## config.mk

```make
export PLATFORM = sky130hd
export DESIGN_NAME = hta_ctrl
export DESIGN_NICKNAME = d
export VERILOG_FILES = /design/src/hdl/hta_pkg.sv /design/src/hdl/hta_ctrl.sv
export VERILOG_INCLUDE_DIRS = /design/src /design/src/hdl
export SDC_FILE = /design/constraint.sdc
export NUM_CORES = 1
export LEC_CHECK = 0
export BUFFER_PORTS_ARGS = -buffer_cell sky130_fd_sc_hd__buf_2
export CORE_ASPECT_RATIO = 1.4
export CORE_MARGIN = 2
export CORE_UTILIZATION = 50
export DETAILED_ROUTE_END_ITERATION = 10
export PLACE_DENSITY = 0.82
export SYNTH_ARGS = -nofsm -noshare
export SYNTH_HDL_FRONTEND = slang
export SYNTH_SLANG_ARGS = --single-unit
```

## constraint.sdc

```tcl
create_clock -name clk -period 4.5 [get_ports clk]
set_clock_uncertainty 0.15 [all_clocks]
set_input_delay 0.225 -clock clk [delete_from_list [all_inputs] [get_ports clk]]
set_output_delay 0.225 -clock clk [all_outputs]
set_load 0.01 [all_outputs]
```

## src/hdl/handle_table_allocator_macros.svh

```systemverilog
// ----------------------------------------------------------------------------
// handle table allocator assertion macros
// concurrent assertion forms used by the rtl file hta_ctrl.sv
// ----------------------------------------------------------------------------
`ifndef HANDLE_TABLE_ALLOCATOR_MACROS_SVH
`define HANDLE_TABLE_ALLOCATOR_MACROS_SVH

// same-cycle implication
`define HTA_ASSERT_IMP(label, clk, rst, ante, cons, msg) \
  label: assert property (@(posedge clk) disable iff (rst) (ante) |-> (cons)) \
    else $error(msg);

// next-cycle implication
`define HTA_ASSERT_NXT(label, clk, rst, ante, cons, msg) \
  label: assert property (@(posedge clk) disable iff (rst) (ante) |=> (cons)) \
    else $error(msg);

`endif

```

## src/hdl/hta_pkg.sv

```systemverilog
// ----------------------------------------------------------------------------
// hta_pkg
// types and codes shared by the handle table allocator modules
// ----------------------------------------------------------------------------
`default_nettype none

package hta_pkg;

  localparam int HANDLE_W = 8;
  localparam int VALUE_W  = 64;

  typedef enum logic [1:0] {
    ACT_WRAP   = 2'd0,
    ACT_UNWRAP = 2'd1,
    ACT_FREE   = 2'd2,
    ACT_CLEAR  = 2'd3
  } action_t;

  typedef enum logic [1:0] {
    ST_OK      = 2'd0,
    ST_FULL    = 2'd1,
    ST_INVALID = 2'd2
  } status_t;

  typedef enum logic [2:0] {
    S_CLEAR,
    S_IDLE,
    S_READ,
    S_MATCH,
    S_FREE,
    S_RESULT
  } state_t;

  typedef struct packed {
    logic [HANDLE_W-1:0] handle;
    logic [VALUE_W-1:0]  value;
    status_t             status;
  } res_t;

endpackage

`default_nettype wire

```

## src/hdl/hta_ctrl.sv

```systemverilog
// ----------------------------------------------------------------------------
// hta_ctrl
// request sequencer: clearing sweep, match search, next-fit free scan
// ----------------------------------------------------------------------------
`default_nettype none

`include "handle_table_allocator_macros.svh"

module hta_ctrl
  import hta_pkg::*;
#(
  parameter int SLOTS = 256,
  parameter int AW    = 8
) (
  input  wire logic                clk,
  input  wire logic                rst,
  input  wire logic                in_valid,
  output logic                     in_ready,
  input  wire logic [1:0]          action,
  input  wire logic [VALUE_W-1:0]  host_value,
  input  wire logic [HANDLE_W-1:0] handle_in,
  output logic                     res_valid,
  input  wire logic                res_ready,
  output res_t                     res,
  output logic                     rd_en,
  output logic      [AW-1:0]       rd_addr,
  input  wire logic [VALUE_W-1:0]  rd_data,
  output logic                     wr_en,
  output logic      [AW-1:0]       wr_addr,
  output logic      [VALUE_W-1:0]  wr_data
);

  localparam logic [AW-1:0] LAST  = AW'(SLOTS - 1);
  localparam logic [AW-1:0] FIRST = AW'(1);

  state_t               state, state_next;
  logic [VALUE_W-1:0]   value_q, value_next;
  logic [AW-1:0]        sweep_ptr, sweep_next;
  logic [AW-1:0]        issue_idx, issue_next;
  logic [AW-1:0]        issue_cnt, cnt_next;
  logic                 chk_vld, chk_vld_next;
  logic [AW-1:0]        chk_idx, chk_idx_next;
  logic [AW-1:0]        next_slot, next_slot_next;
  logic                 clr_report, clr_report_next;
  res_t                 res_next;
  logic                 h_ok;
  logic [AW-1:0]        h_idx;
  logic                 hit;

  // next slot with wrap from the top back to slot one
  function automatic logic [AW-1:0] slot_inc(input logic [AW-1:0] i);
    slot_inc = (i == LAST) ? FIRST : i + FIRST;
  endfunction

  // handle decode
  assign h_ok  = (handle_in != '0) && (32'(handle_in) < 32'(SLOTS));
  assign h_idx = AW'({{AW{1'b0}}, handle_in});

  assign in_ready  = (state == S_IDLE);
  assign res_valid = (state == S_RESULT);

  // scan compare on the data read last cycle
  assign hit = chk_vld &&
               ((state == S_MATCH) ? (rd_data == value_q) : (rd_data == '0));

  // state register
  always_ff @(posedge clk) begin
    if (rst) begin
      state      <= S_CLEAR;
      sweep_ptr  <= '0;
      clr_report <= 1'b0;
      chk_vld    <= 1'b0;
      next_slot  <= FIRST;
    end else begin
      state      <= state_next;
      sweep_ptr  <= sweep_next;
      clr_report <= clr_report_next;
      chk_vld    <= chk_vld_next;
      next_slot  <= next_slot_next;
    end
  end

  // payload registers
  always_ff @(posedge clk) begin
    value_q   <= value_next;
    issue_idx <= issue_next;
    issue_cnt <= cnt_next;
    chk_idx   <= chk_idx_next;
    res       <= res_next;
  end

  // next state and memory control
  always_comb begin
    state_next      = state;
    value_next      = value_q;
    sweep_next      = sweep_ptr;
    issue_next      = issue_idx;
    cnt_next        = issue_cnt;
    chk_vld_next    = 1'b0;
    chk_idx_next    = issue_idx;
    next_slot_next  = next_slot;
    clr_report_next = clr_report;
    res_next        = res;
    rd_en           = 1'b0;
    rd_addr         = issue_idx;
    wr_en           = 1'b0;
    wr_addr         = chk_idx;
    wr_data         = value_q;

    case (state)
      S_CLEAR: begin
        wr_en   = 1'b1;
        wr_addr = sweep_ptr;
        wr_data = '0;
        if (sweep_ptr == LAST) begin
          next_slot_next = FIRST;
          res_next       = '{handle: '0, value: '0, status: ST_OK};
          state_next     = clr_report ? S_RESULT : S_IDLE;
        end else begin
          sweep_next = sweep_ptr + FIRST;
        end
      end

      S_IDLE: begin
        if (in_valid) begin
          value_next = host_value;
          case (action)
            ACT_WRAP: begin
              if (host_value == '0) begin
                res_next   = '{handle: '0, value: '0, status: ST_INVALID};
                state_next = S_RESULT;
              end else begin
                issue_next = FIRST;
                cnt_next   = '0;
                state_next = S_MATCH;
              end
            end
            ACT_UNWRAP: begin
              if (!h_ok) begin
                res_next   = '{handle: '0, value: '0, status: ST_INVALID};
                state_next = S_RESULT;
              end else begin
                rd_en      = 1'b1;
                rd_addr    = h_idx;
                state_next = S_READ;
              end
            end
            ACT_FREE: begin
              if (!h_ok) begin
                res_next = '{handle: '0, value: '0, status: ST_INVALID};
              end else begin
                wr_en    = 1'b1;
                wr_addr  = h_idx;
                wr_data  = '0;
                res_next = '{handle: '0, value: '0, status: ST_OK};
              end
              state_next = S_RESULT;
            end
            default: begin
              sweep_next      = '0;
              clr_report_next = 1'b1;
              state_next      = S_CLEAR;
            end
          endcase
        end
      end

      S_READ: begin
        res_next   = '{handle: '0, value: rd_data, status: ST_OK};
        state_next = S_RESULT;
      end

      S_MATCH, S_FREE: begin
        if (hit) begin
          // match found, or empty slot claimed
          if (state == S_FREE) begin
            wr_en          = 1'b1;
            wr_addr        = chk_idx;
            wr_data        = value_q;
            next_slot_next = slot_inc(chk_idx);
          end
          res_next   = '{handle: HANDLE_W'({{HANDLE_W{1'b0}}, chk_idx}), value: '0,
                         status: ST_OK};
          state_next = S_RESULT;
        end else if (issue_cnt != LAST) begin
          // keep one read in flight per cycle
          rd_en        = 1'b1;
          chk_vld_next = 1'b1;
          chk_idx_next = issue_idx;
          issue_next   = slot_inc(issue_idx);
          cnt_next     = issue_cnt + FIRST;
        end else if (!chk_vld) begin
          if (state == S_MATCH) begin
            issue_next = next_slot;
            cnt_next   = '0;
            state_next = S_FREE;
          end else begin
            res_next   = '{handle: '0, value: '0, status: ST_FULL};
            state_next = S_RESULT;
          end
        end
      end

      S_RESULT: begin
        if (res_ready) begin
          state_next = S_IDLE;
        end
      end

      default: begin
        state_next = S_IDLE;
      end
    endcase
  end

  // checks
  `HTA_ASSERT_IMP(a_rw_apart, clk, rst, rd_en && wr_en, rd_addr != wr_addr,
                  "read and write hit the same slot")
  `HTA_ASSERT_NXT(a_clear_sweep, clk, rst, in_valid && in_ready && action == ACT_CLEAR,
                  state == S_CLEAR && sweep_ptr == '0, "clear did not start a sweep")
  `HTA_ASSERT_IMP(a_full_null, clk, rst, res_valid && res.status == ST_FULL,
                  res.handle == '0, "full status with a nonzero handle")
  `HTA_ASSERT_IMP(a_next_slot, clk, rst, state == S_IDLE,
                  next_slot != '0 && 32'(next_slot) < 32'(SLOTS),
                  "next slot out of range")

endmodule

`default_nettype wire

```

# After elaboration in Yosys (flattened, before gate mapping)
# Index checks and enable logic that the tools add are counted.
[classes] mul=0 shift=0 n_eq_ne=30 magnitude_cmp=0 add_sub_neg=4 div=0 n_mux=73 bitwise=2 n_reduce_logical=20
[op_table] operator="2-to-1 mux 74 bit" count=8
[op_table] operator="one-hot mux 74 bit (4 select lines)" count=1
[op_table] operator="2-to-1 mux 8 bit" count=29
[op_table] operator="one-hot mux 74 bit (3 select lines)" count=1
[op_table] operator="2-to-1 mux 64 bit" count=3
[op_table] operator="logical NOT 64 bit" count=2
[op_table] operator="one-hot mux 64 bit (2 select lines)" count=1
[op_table] operator="one-hot mux 8 bit (2 select lines)" count=5
[op_table] operator="== test 64 bit" count=1
[op_table] operator="adder 8 x 1 -> 8 bit, second input constant" count=4
[op_table] operator="2-to-1 mux 3 bit" count=9
[op_table] operator="== test 8 bit, second input constant" count=3
[op_table] operator="!= test 3 bit, second input constant" count=7
[op_table] operator="!= test 2 bit, second input constant" count=8
[op_table] operator="one-hot mux 3 bit (5 select lines)" count=1
[op_table] operator="2-to-1 mux 1 bit" count=11
[op_table] operator="one-hot mux 3 bit (3 select lines)" count=1
[op_table] operator="AND reduction 9 bit" count=1
[op_table] operator="!= test 8 bit, second input constant" count=1
[op_table] operator="AND reduction 4 bit" count=2
[op_table] operator="nonzero test 8 bit" count=1
[op_table] operator="AND reduction 7 bit" count=1
[op_table] operator="== test 3 x 2 -> 1 bit, second input constant" count=2
[op_table] operator="== test 3 bit, second input constant" count=2
[op_table] operator="other kinds (19)" count=24
[word_totals] latch_bits=0 mem_count=0 romBits=0 in_bits=142 mem_bits_rw=0 reg_bits=183

# Logic depth before layout (Yosys ltp)
# Gate-level depths: netlist of run 1.
[logic_depth] depth_word=6 ltp_mapped=10 depth_no_buf=9

# Worst setup path before layout of run 1
# Ideal clock, no wire load.
[synth_path] path_type="register to register" startpoint="reg state[0]" endpoint="reg res[0] (netlist name), enable pin" path_slack_ns=0.312 synth_period_minus_slack_ns=4.188 t_arrival_ns=3.599 path_stages_with_launch=9 setup_ns=0.438 path_cell_list="dfxtp_1 > buf_4 > and3b_2 > nand4_1 > or4_1 > nor3_2 > a21o_1 > and2_1 > o2111a_1"
[synth_via] elab_chain_cells=5 elab_cells_between_ends=18 cone_classes="eq/ne (12); mux (1); reduce/logical (5)"
[synth_rtl] item="start, declared" line_no="hta_ctrl.sv:36" rtl="state_t state, state_next;"
[synth_rtl] item="start signal, assigned" line_no="hta_ctrl.sv:75" rtl="state <= state_next;"
[synth_rtl] item="== test 3 x 2 -> 1 bit" line_no="hta_ctrl.sv:64, hta_ctrl.sv:110, hta_ctrl.sv:193"
[synth_rtl] item="2-to-1 mux 1 bit" line_no="hta_ctrl.sv:64" rtl="((state == S_MATCH) ? (rd_data == value_q) : (rd_data == '0));"
[synth_rtl] item="logical AND 1 bit" line_no="hta_ctrl.sv:63" rtl="assign hit = chk_vld &&"
[synth_rtl] item="!= test 3 bit (no line)"
[synth_rtl] item="AND reduction 9 bit (no line) *"
[synth_rtl] item="end signal, assigned" line_no="hta_ctrl.sv:89" rtl="res <= res_next;"
[synth_rtl] item="end, declared" line_no="hta_ctrl.sv:24" rtl="output res_t res,"
# Every way passes the cells marked *; elsewhere a longest branch is shown, timed or not.
# A chain may end at the register's enable or synchronous reset.

# Final worst setup path of run 1
[layout_path] startpoint="reg value_q[50]" endpoint="reg res[26] (netlist name), enable pin"
[layout_via] elab_chain_cells=5 elab_cells_between_ends=7 cone_classes="eq/ne (4); mux (1); reduce/logical (2)"
[layout_rtl] item="start, declared" line_no="hta_ctrl.sv:37" rtl="logic [VALUE_W-1:0] value_q, value_next;"
[layout_rtl] item="start signal, assigned" line_no="hta_ctrl.sv:85" rtl="value_q <= value_next;"
[layout_rtl] item="== test 64 bit *" line_no="hta_ctrl.sv:64"
[layout_rtl] item="2-to-1 mux 1 bit *" line_no="hta_ctrl.sv:64"
[layout_rtl] item="logical AND 1 bit *" line_no="hta_ctrl.sv:63"
[layout_rtl] item="!= test 3 bit (no line)"
[layout_rtl] item="AND reduction 9 bit (no line) *"
# Marks and branches as above.

==> results of run 1 <==
report_power, final:
group          internal, mW  leakage [nW]  total [mW]  switching [mW]
combinational         0.135          2.88       0.258           0.123
sequential             1.82          1.50        1.82         0.00313
clock                 0.825         0.275        1.47           0.646
total                  2.78          4.65        3.55           0.772
stage by stage:
stage	setup slack, ps	cell area (um^2)
floorplan	312	8620
global placement	990	10300
detailed placement	947	10300
CTS	910	12000
global route	551	12000
finish	768	12000
layout by cell type (no fill, tap or decap), drive strengths merged, types with 9 or more instances in the layout:
cell type / n
nor2b: 10
a21oi: 19
dlygate4sd3: 110
and2: 141
nand2: 35
edfxtp: 154
o21ai: 17
dfxtp: 29
buf: 305
nor2: 40
clkbuf: 19
xor2: 53
inv: 9
nand4: 21
nor4: 45
xnor2: 33
nor3: 11
nand3: 10
repair_timing:
item / 4_1_cts / 5_1_grt
hold endpoints to repair: 110 / 0
setup endpoints to repair: 0 / 0
setup buffers: 0 / 0
hold buffers: 110 / 0
synth_stat cells (all sizes together), types with 2 or more instances:
cell type,count,area (um^2)
clkbuf,26,97.6
dfxtp,29,581
xor2,53,464
o21ai,17,85.1
a21oi,19,95.1
o2bb2ai,3,26.3
and2,141,882
or3,3,18.8
nor3b,2,15.0
a22o,8,70.1
nand4,21,131
and3b,2,18.8
or2,2,12.5
a211oi,6,45.0
nor4,45,282
nand3,10,50.1
nor3,11,71.3
nor2,40,150
xnor2,33,289
a21o,2,15.0
a22oi,3,22.5
and3,6,37.5
inv,4,15.0
buf,3,16.3
edfxtp,154,4620
nand2b,8,50.1
nor2b,10,62.6
ha,4,50.1
mux2i,5,50.1
a31oi,5,31.3
nand2,35,131
registers in the layout, indices dropped and copies added (netlist names):
register,cells
state,3
issue_idx,8
sweep_ptr,8
chk_idx,8
value_q,64
res,74
next_slot,8
issue_cnt,8
clr_report,1
chk_vld,1
final cells by class:
class	instances	area, um^2	share of cell area [%]
Clock buffer	19	433	3.60
Inverter	5	18.8	0.156
Tap cell	203	254	2.11
Timing Repair Buffer	415	2660	22.1
Clock inverter	12	141	1.18
Multi-Input combinational cell	508	3300	27.5
Sequential cell	183	5200	43.3
Antenna cell	2	5.00	0.0417
how the worst max path moves through the flow:
| stage | startpoint | endpoint | depth (start not counted) |
|---|---|---|---|
| CTS | value_q[50]$_DFFE_PP_ | res[33]$_DFFE_PP_ | 8 |
| global placement | value_q[50]$_DFFE_PP_ | res[27]$_DFFE_PP_ | 8 |
| global route | state[0]$_SDFFE_PP0P_ | wr_data[43] | 7 |
| detailed placement | value_q[50]$_DFFE_PP_ | res[33]$_DFFE_PP_ | 8 |
| floorplan | state[0]$_SDFFE_PP0P_ | res[0]$_DFFE_PP_ | 8 |
| finish | value_q[50]$_DFFE_PP_ | res[26]$_DFFE_PP_ | 8 |
cell families (layout without fill, tap and decap cells):
family / count (synthesis) / in the layout / share of synthesized area [%]
flops: 183 / 183 / 60.4
compound gates: 73 / 73 / 5.58
fa+ha+maj: 4 / 4 / 0.581
other cells: 0 / 2 / 0
mux: 5 / 5 / 0.581
xor+xnor: 86 / 86 / 8.74
buf+inv: 34 / 451 / 1.54
simple gates: 340 / 340 / 22.6
per-layer routing:
layer | GRT usage [%] | vias to the layer above | part of all wire [%]
met3 | 8.56 | 170 | 9.4
li1 | - | 3433 | -
met1 | 36.0 | 3697 | 33
met4 | 22.3 | 0 | 8.0
met5 | 0 | - | 0
met2 | 57.1 | 598 | 49
==> summary.md, run 1 <==
| Metric | Value |
|---|---|
| Layout cells sized above 1 | `30.3%` |
| Initial antenna violation count | `2` |
| Reg-to-reg setup timing slack | `a little under 800 ps` |
| Status | `finished clean` |
| First-pass GRT wire length | `45.5 mm` |
| Final #Nets | `approximately 1300` |
| Sequential share of the synthesized area | `approximately three fifths` |
| Critical path type | `register to register` |
| R2R cell count | `8` |
| Sink Count | `183` |
| Core area | `between 15000 and 20000 um^2` |
| Overflow after GRT | `0` |
| H-Tree Depth | `4` |
| Worst Setup End Kind | `register` |
| WL/cell | `23.1 um` |
| Slew headroom | `22.0%` |
| Num ports | `300` |
| Crit path max fanout | `64` |
| Leak | `approximately 4.7 nW` |
| Pwr/cell area | `just under 300 nW/um^2` |
| Reg2reg start | `value_q[50]$_DFFE_PP_` |
| Antenna violation net count after detailed routing | `0` |
| Worst-skew pair later-pin latency | `roughly 420 ps` |
| Vias per std cell | `roughly 6` |
| Cell family with most CP delay | `simple AND/OR/NAND/NOR gates` |
| Slowest CP cell | `or4_1` |
| Dpl cells | `roughly 1200` |
| Clk pin slew, worst setup/hold paths | `70 ps` |
| Syn_nets | `871` |
| RSZ-0062 raised after global routing | `no` |
| Least-Margin Pin Slew | `about 1200 ps` |
| Max cap viols | `0` |
| PostCTS Resize Cnt | `0` |
| Clock buffer depth | `2` |
| # setup viols final | `0` |
| Vias in the first global route | `approximately 8000` |
| Origin of the worst min-delay path | `rd_data[50]` |
| FILL cells | `about 1100` |
| Largest net degree at the start of global routing | `65` |
| Crit path buf inv count | `1` |
| DRC viols | `0` |
| Cts bufs inserted | `17` |
| Worst Hold Depth | `2` |
| Worst-path cell chain | `xnor2_1 -> nand4_1 -> or4_1 -> nor3_2 -> a21o_1 -> and2_1 -> o2111a_4 -> buf_12` |
| Fin crit share | `between 80 and 90%` |
| CP arrival | `approximately 3700 ps` |
| Cell Area, Synth | `roughly 8600 um^2` |
| Hold Fails Final Rpt | `0` |
| DR vias | `7898` |
| CTS Root Cell | `clkbuf_16` |
| Site Rows | `56` |
| Die X | `roughly 110 um` |
| Flops & latches, synth | `between 150 and 200` |
| DP Wirelength | `between 20 and 25 mm` |
| Mapped Cells | `between 700 and 800` |
| Total die area | `between 15000 and 20000 um^2` |
| Area growth from synthesis to layout | `39.4%` |
| First-pass DRT Iterations | `9` |
| GPL Wtd Cong | `roughly 0.94` |
| Fin cells | `between 1000 and 1500` |
| Worst path required time | `4440 ps` |
| Max Freq | `approximately 270 MHz` |
| Max incr delay on CP | `~600 ps` |
| Post-synth EDFFs | `154` |
| Worst VDD drop | `0.000225 V` |
| GRT Util Overall | `33.5%` |
| Iter 0 DRT Violations | `874` |
| Endpoint of the worst hold-timing path | `res[52]$_DFFE_PP_` |
| Worst hold path type | `input pin to register` |
| Final Power | `3.55 mW` |
| Total length of routed wires | `between 30 and 40 mm` |
| Synth warn | `0` |
| Final-report max-slew violation count | `0` |
| Final core utilization | `between 70% and 80%` |
| Reg2reg end | `res[26]$_DFFE_PP_` |
| Hold_ws | `between 10 and 15 ps` |
| Synth unique cells | `~50` |
| Tmin final | `roughly 3700 ps` |
| Initial Util | `51.3%` |
| CP Launch Type | `register` |
| Main flop type after synthesis | `edfxtp_1` |
| Post-synth ARST share | `0%` |
| Syn_area_per_cell | `~12 um^2` |
| Setup TNS | `0 ps` |
| CTS tree | `yes` |
| # port buffers | `about 300` |
| Die Ht | `approximately 160 um` |
No activity file was read; power rests on OpenSTA's default activity.
==> run 2: changes to the inputs <==
==> constraint.sdc (replaced) <==
create_clock -name clk -period 3.9 [get_ports clk]
set_clock_uncertainty 0.15 [all_clocks]
set_input_delay 0.195 -clock clk [delete_from_list [all_inputs] [get_ports clk]]
set_output_delay 0.195 -clock clk [all_outputs]
set_load 0.01 [all_outputs]
==> run 2 against run 1 <==
Compared with the run above:
- clock power up 17%
- cell area increased by 2.1%
- first-iteration DRC count rose by 54%
- hold slack better by 4.7 ps
- sequential share of layout area decreased by 0.88 points
- non-clock buffer count increased by 24
- register-to-register slack lost 470 ps
- power grew 16%
- routed wire length grew 5.8%
- sequential power grew 15%
- critical endpoint is now res[61]$_DFFE_PP_
- largest power group unchanged
- highest routed layer unchanged
==> summary.md, run 2 (synthesis results as in run 1) <==
| Metric | Value |
|---|---|
| First-pass DRT Iterations | `9` |
| Reg2reg end | `res[61]$_DFFE_PP_` |
| Max incr delay on CP | `a little over 900 ps` |
| CTS Root Cell | `clkbuf_16` |
| First-pass GRT wire length | `between 40 and 50 mm` |
| Reg with most FFs | `res` |
| Die Ht | `about 160 um` |
| Worst-path cell chain | `dlygate4sd3_1 -> buf_2 -> nor4_1 -> nand4_1 -> nor4_1 -> and4b_1 -> a21o_1 -> and2_1 -> o2111a_2 -> buf_12` |
| Antenna violation net count after detailed routing | `0` |
| Status | `finished clean` |
| Overflow after GRT | `0` |
| Max reg flops | `74` |
| Total die area | `between 15000 and 20000 um^2` |
| Iter 0 DRT Violations | `~1300` |
| # port buffers | `roughly 300` |
| Most common cell after layout, fill and taps aside | `buf_2` |
| Worst-skew pair later-pin latency | `440 ps` |
| DRC viols | `0` |
| Worst hold path type | `input pin to register` |
| Final-report max-slew violation count | `0` |
| Max cap viols | `0` |
| Commonest non-fill, non-tap cells in the layout | `299 x buf_2, 154 x edfxtp_1, 141 x and2_1` |
| # setup viols final | `0` |
| Pwr/cell area | `~340 nW/um^2` |
| Fin crit share | `98.0%` |
| Reg-to-reg setup timing slack | `around 300 ps` |
| GRT Util Overall | `35.4%` |
| Slowest CP cell | `nor4_1` |
| Worst VDD drop | `0.000287 V` |
| Dpl cells | `between 1000 and 1500` |
| Slew headroom | `approximately 28%` |
| Num ports | `300` |
| H-Tree Depth | `4` |
| RSZ-0062 raised after global routing | `no` |
| DR vias | `approximately 8000` |
| Fin cells | `approximately 1400` |
| Reg2reg start | `value_q[50]$_DFFE_PP_` |
| Area growth from synthesis to layout | `42.3%` |
| Least-Margin Pin Slew | `approximately 1100 ps` |
| Max Freq | `approximately 260 MHz` |
| Cts bufs inserted | `17` |
| Clock buffer depth | `2` |
| Layout cells sized above 1 | `30.6%` |
| Most used cell, CP | `nor4_1` |
| Vias in the first global route | `about 8100` |
| Initial Util | `between 50% and 60%` |
| Sink Count | `183` |
| GPL Wtd Cong | `between 0.9 and 1` |
| Worst path required time | `3880 ps` |
| Core area | `between 15000 and 20000 um^2` |
| Total length of routed wires | `between 30 and 40 mm` |
| Crit path max fanout | `33` |
| Regs by FF count | `res: 74 flops, value_q: 64 flops` |
| Endpoint of the worst hold-timing path | `res[48]$_DFFE_PP_` |
| Largest net degree at the start of global routing | `65` |
| Origin of the worst min-delay path | `rd_data[46]` |
| Hold Fails Final Rpt | `0` |
| Critical path type | `input pin to register` |
| Die X | `about 110 um` |
| CTS tree | `yes` |
| FILL cells | `1061` |
| R2R cell count | `8` |
| Setup TNS | `0 ps` |
| Area post-placement | `10400 um^2` |
| CP arrival | `between 3000 and 4000 ps` |
| Site Rows | `56` |
| Final Power | `4.14 mW` |
| Worst Hold Depth | `2` |
| Vias per std cell | `5.92` |
| CP Launch Type | `input pin` |
| Worst Setup End Kind | `register` |
| DP Wirelength | `around 22 mm` |
| WL/cell | `~24 um` |
| Final #Nets | `1300` |
| Tmin final | `between 3000 and 4000 ps` |
| Leak | `between 4 and 5 nW` |
| Clk pin slew, worst setup/hold paths | `approximately 80 ps` |
| Final Cell Area | `about 12000 um^2` |
| Initial antenna violation count | `7` |
## run 2: cell count changes in the layout (fill, tap and decap cells not counted), sizes merged
cell | previous run | this run
inv | 9 | 11
clkbuf | 19 | 18
dlygate4sd3 | 110 | 125
diode | 2 | 7
clkinvlp | 2 | 3
bufinv | 2 | 1
buf | 305 | 314
## run 2: through the flow
step	hold WS [ps]	utilization [%]	setup WS, ps
after floorplan	144	-	408
after global placement	238	61.9	491
after detailed placement	239	61.9	395
after CTS	6.49	72.8	364
after global routing	0.834	72.9	114
final	18.8	72.9	78.4
## run 2: area by class of cell
class | instances | area, um^2 | area share [%]
clock inverters | 14 | 158 | 1.29
multi-input cells | 508 | 3290 | 26.9
flip-flops and latches | 183 | 5200 | 42.5
clock buffers | 18 | 429 | 3.50
inverters | 5 | 18.8 | 0.153
diodes | 7 | 17.5 | 0.143
well taps | 203 | 254 | 2.07
repair buffers | 439 | 2890 | 23.5
## run 2: worst max-delay path by stage
stage                     cells after the start                 to                   from
after floorplan                              10         wr_addr[0]  state[0]$_SDFFE_PP0P_
final                                        10  res[61]$_DFFE_PP_             rd_data[0]
after detailed placement                      8   res[6]$_DFFE_PP_  value_q[50]$_DFFE_PP_
after global placement                        8  res[55]$_DFFE_PP_  value_q[50]$_DFFE_PP_
after CTS                                     8  res[61]$_DFFE_PP_  value_q[50]$_DFFE_PP_
after global routing                         10  res[42]$_DFFE_PP_             rd_data[0]
## run 2: worst max-delay path: cells and delay by family
kind / cells / cell delay, ps
AO/OA/AOI/OAI: 2 / 700
AND/OR/NAND/NOR: 5 / 1910
buffers and inverters: 3 / 980
## run 2: power by group
| group | internal, mW | total (mW) | switching (mW) |
|---|---|---|---|
| logic | 0.165 | 0.315 | 0.150 |
| clock network | 0.910 | 1.72 | 0.808 |
| registers | 2.10 | 2.10 | 0.00324 |
| total | 3.18 | 4.14 | 0.962 |
## run 2: layer usage
| metal | vias to the layer above | track usage (%) | share of wire (%) |
|---|---|---|---|
| li1 | 3491 | - | - |
| met1 | 3824 | 39.2 | 33 |
| met2 | 652 | 59.0 | 49 |
| met3 | 179 | 7.88 | 9.6 |
| met4 | 0 | 25.6 | 8.2 |
| met5 | - | 0 | 0 |
## run 2: repair_timing
item | CTS | global route
hold buffers | 125 | 0
hold endpoints to repair | 125 | 0
resized for setup | 0 | 0
setup buffers | 0 | 0
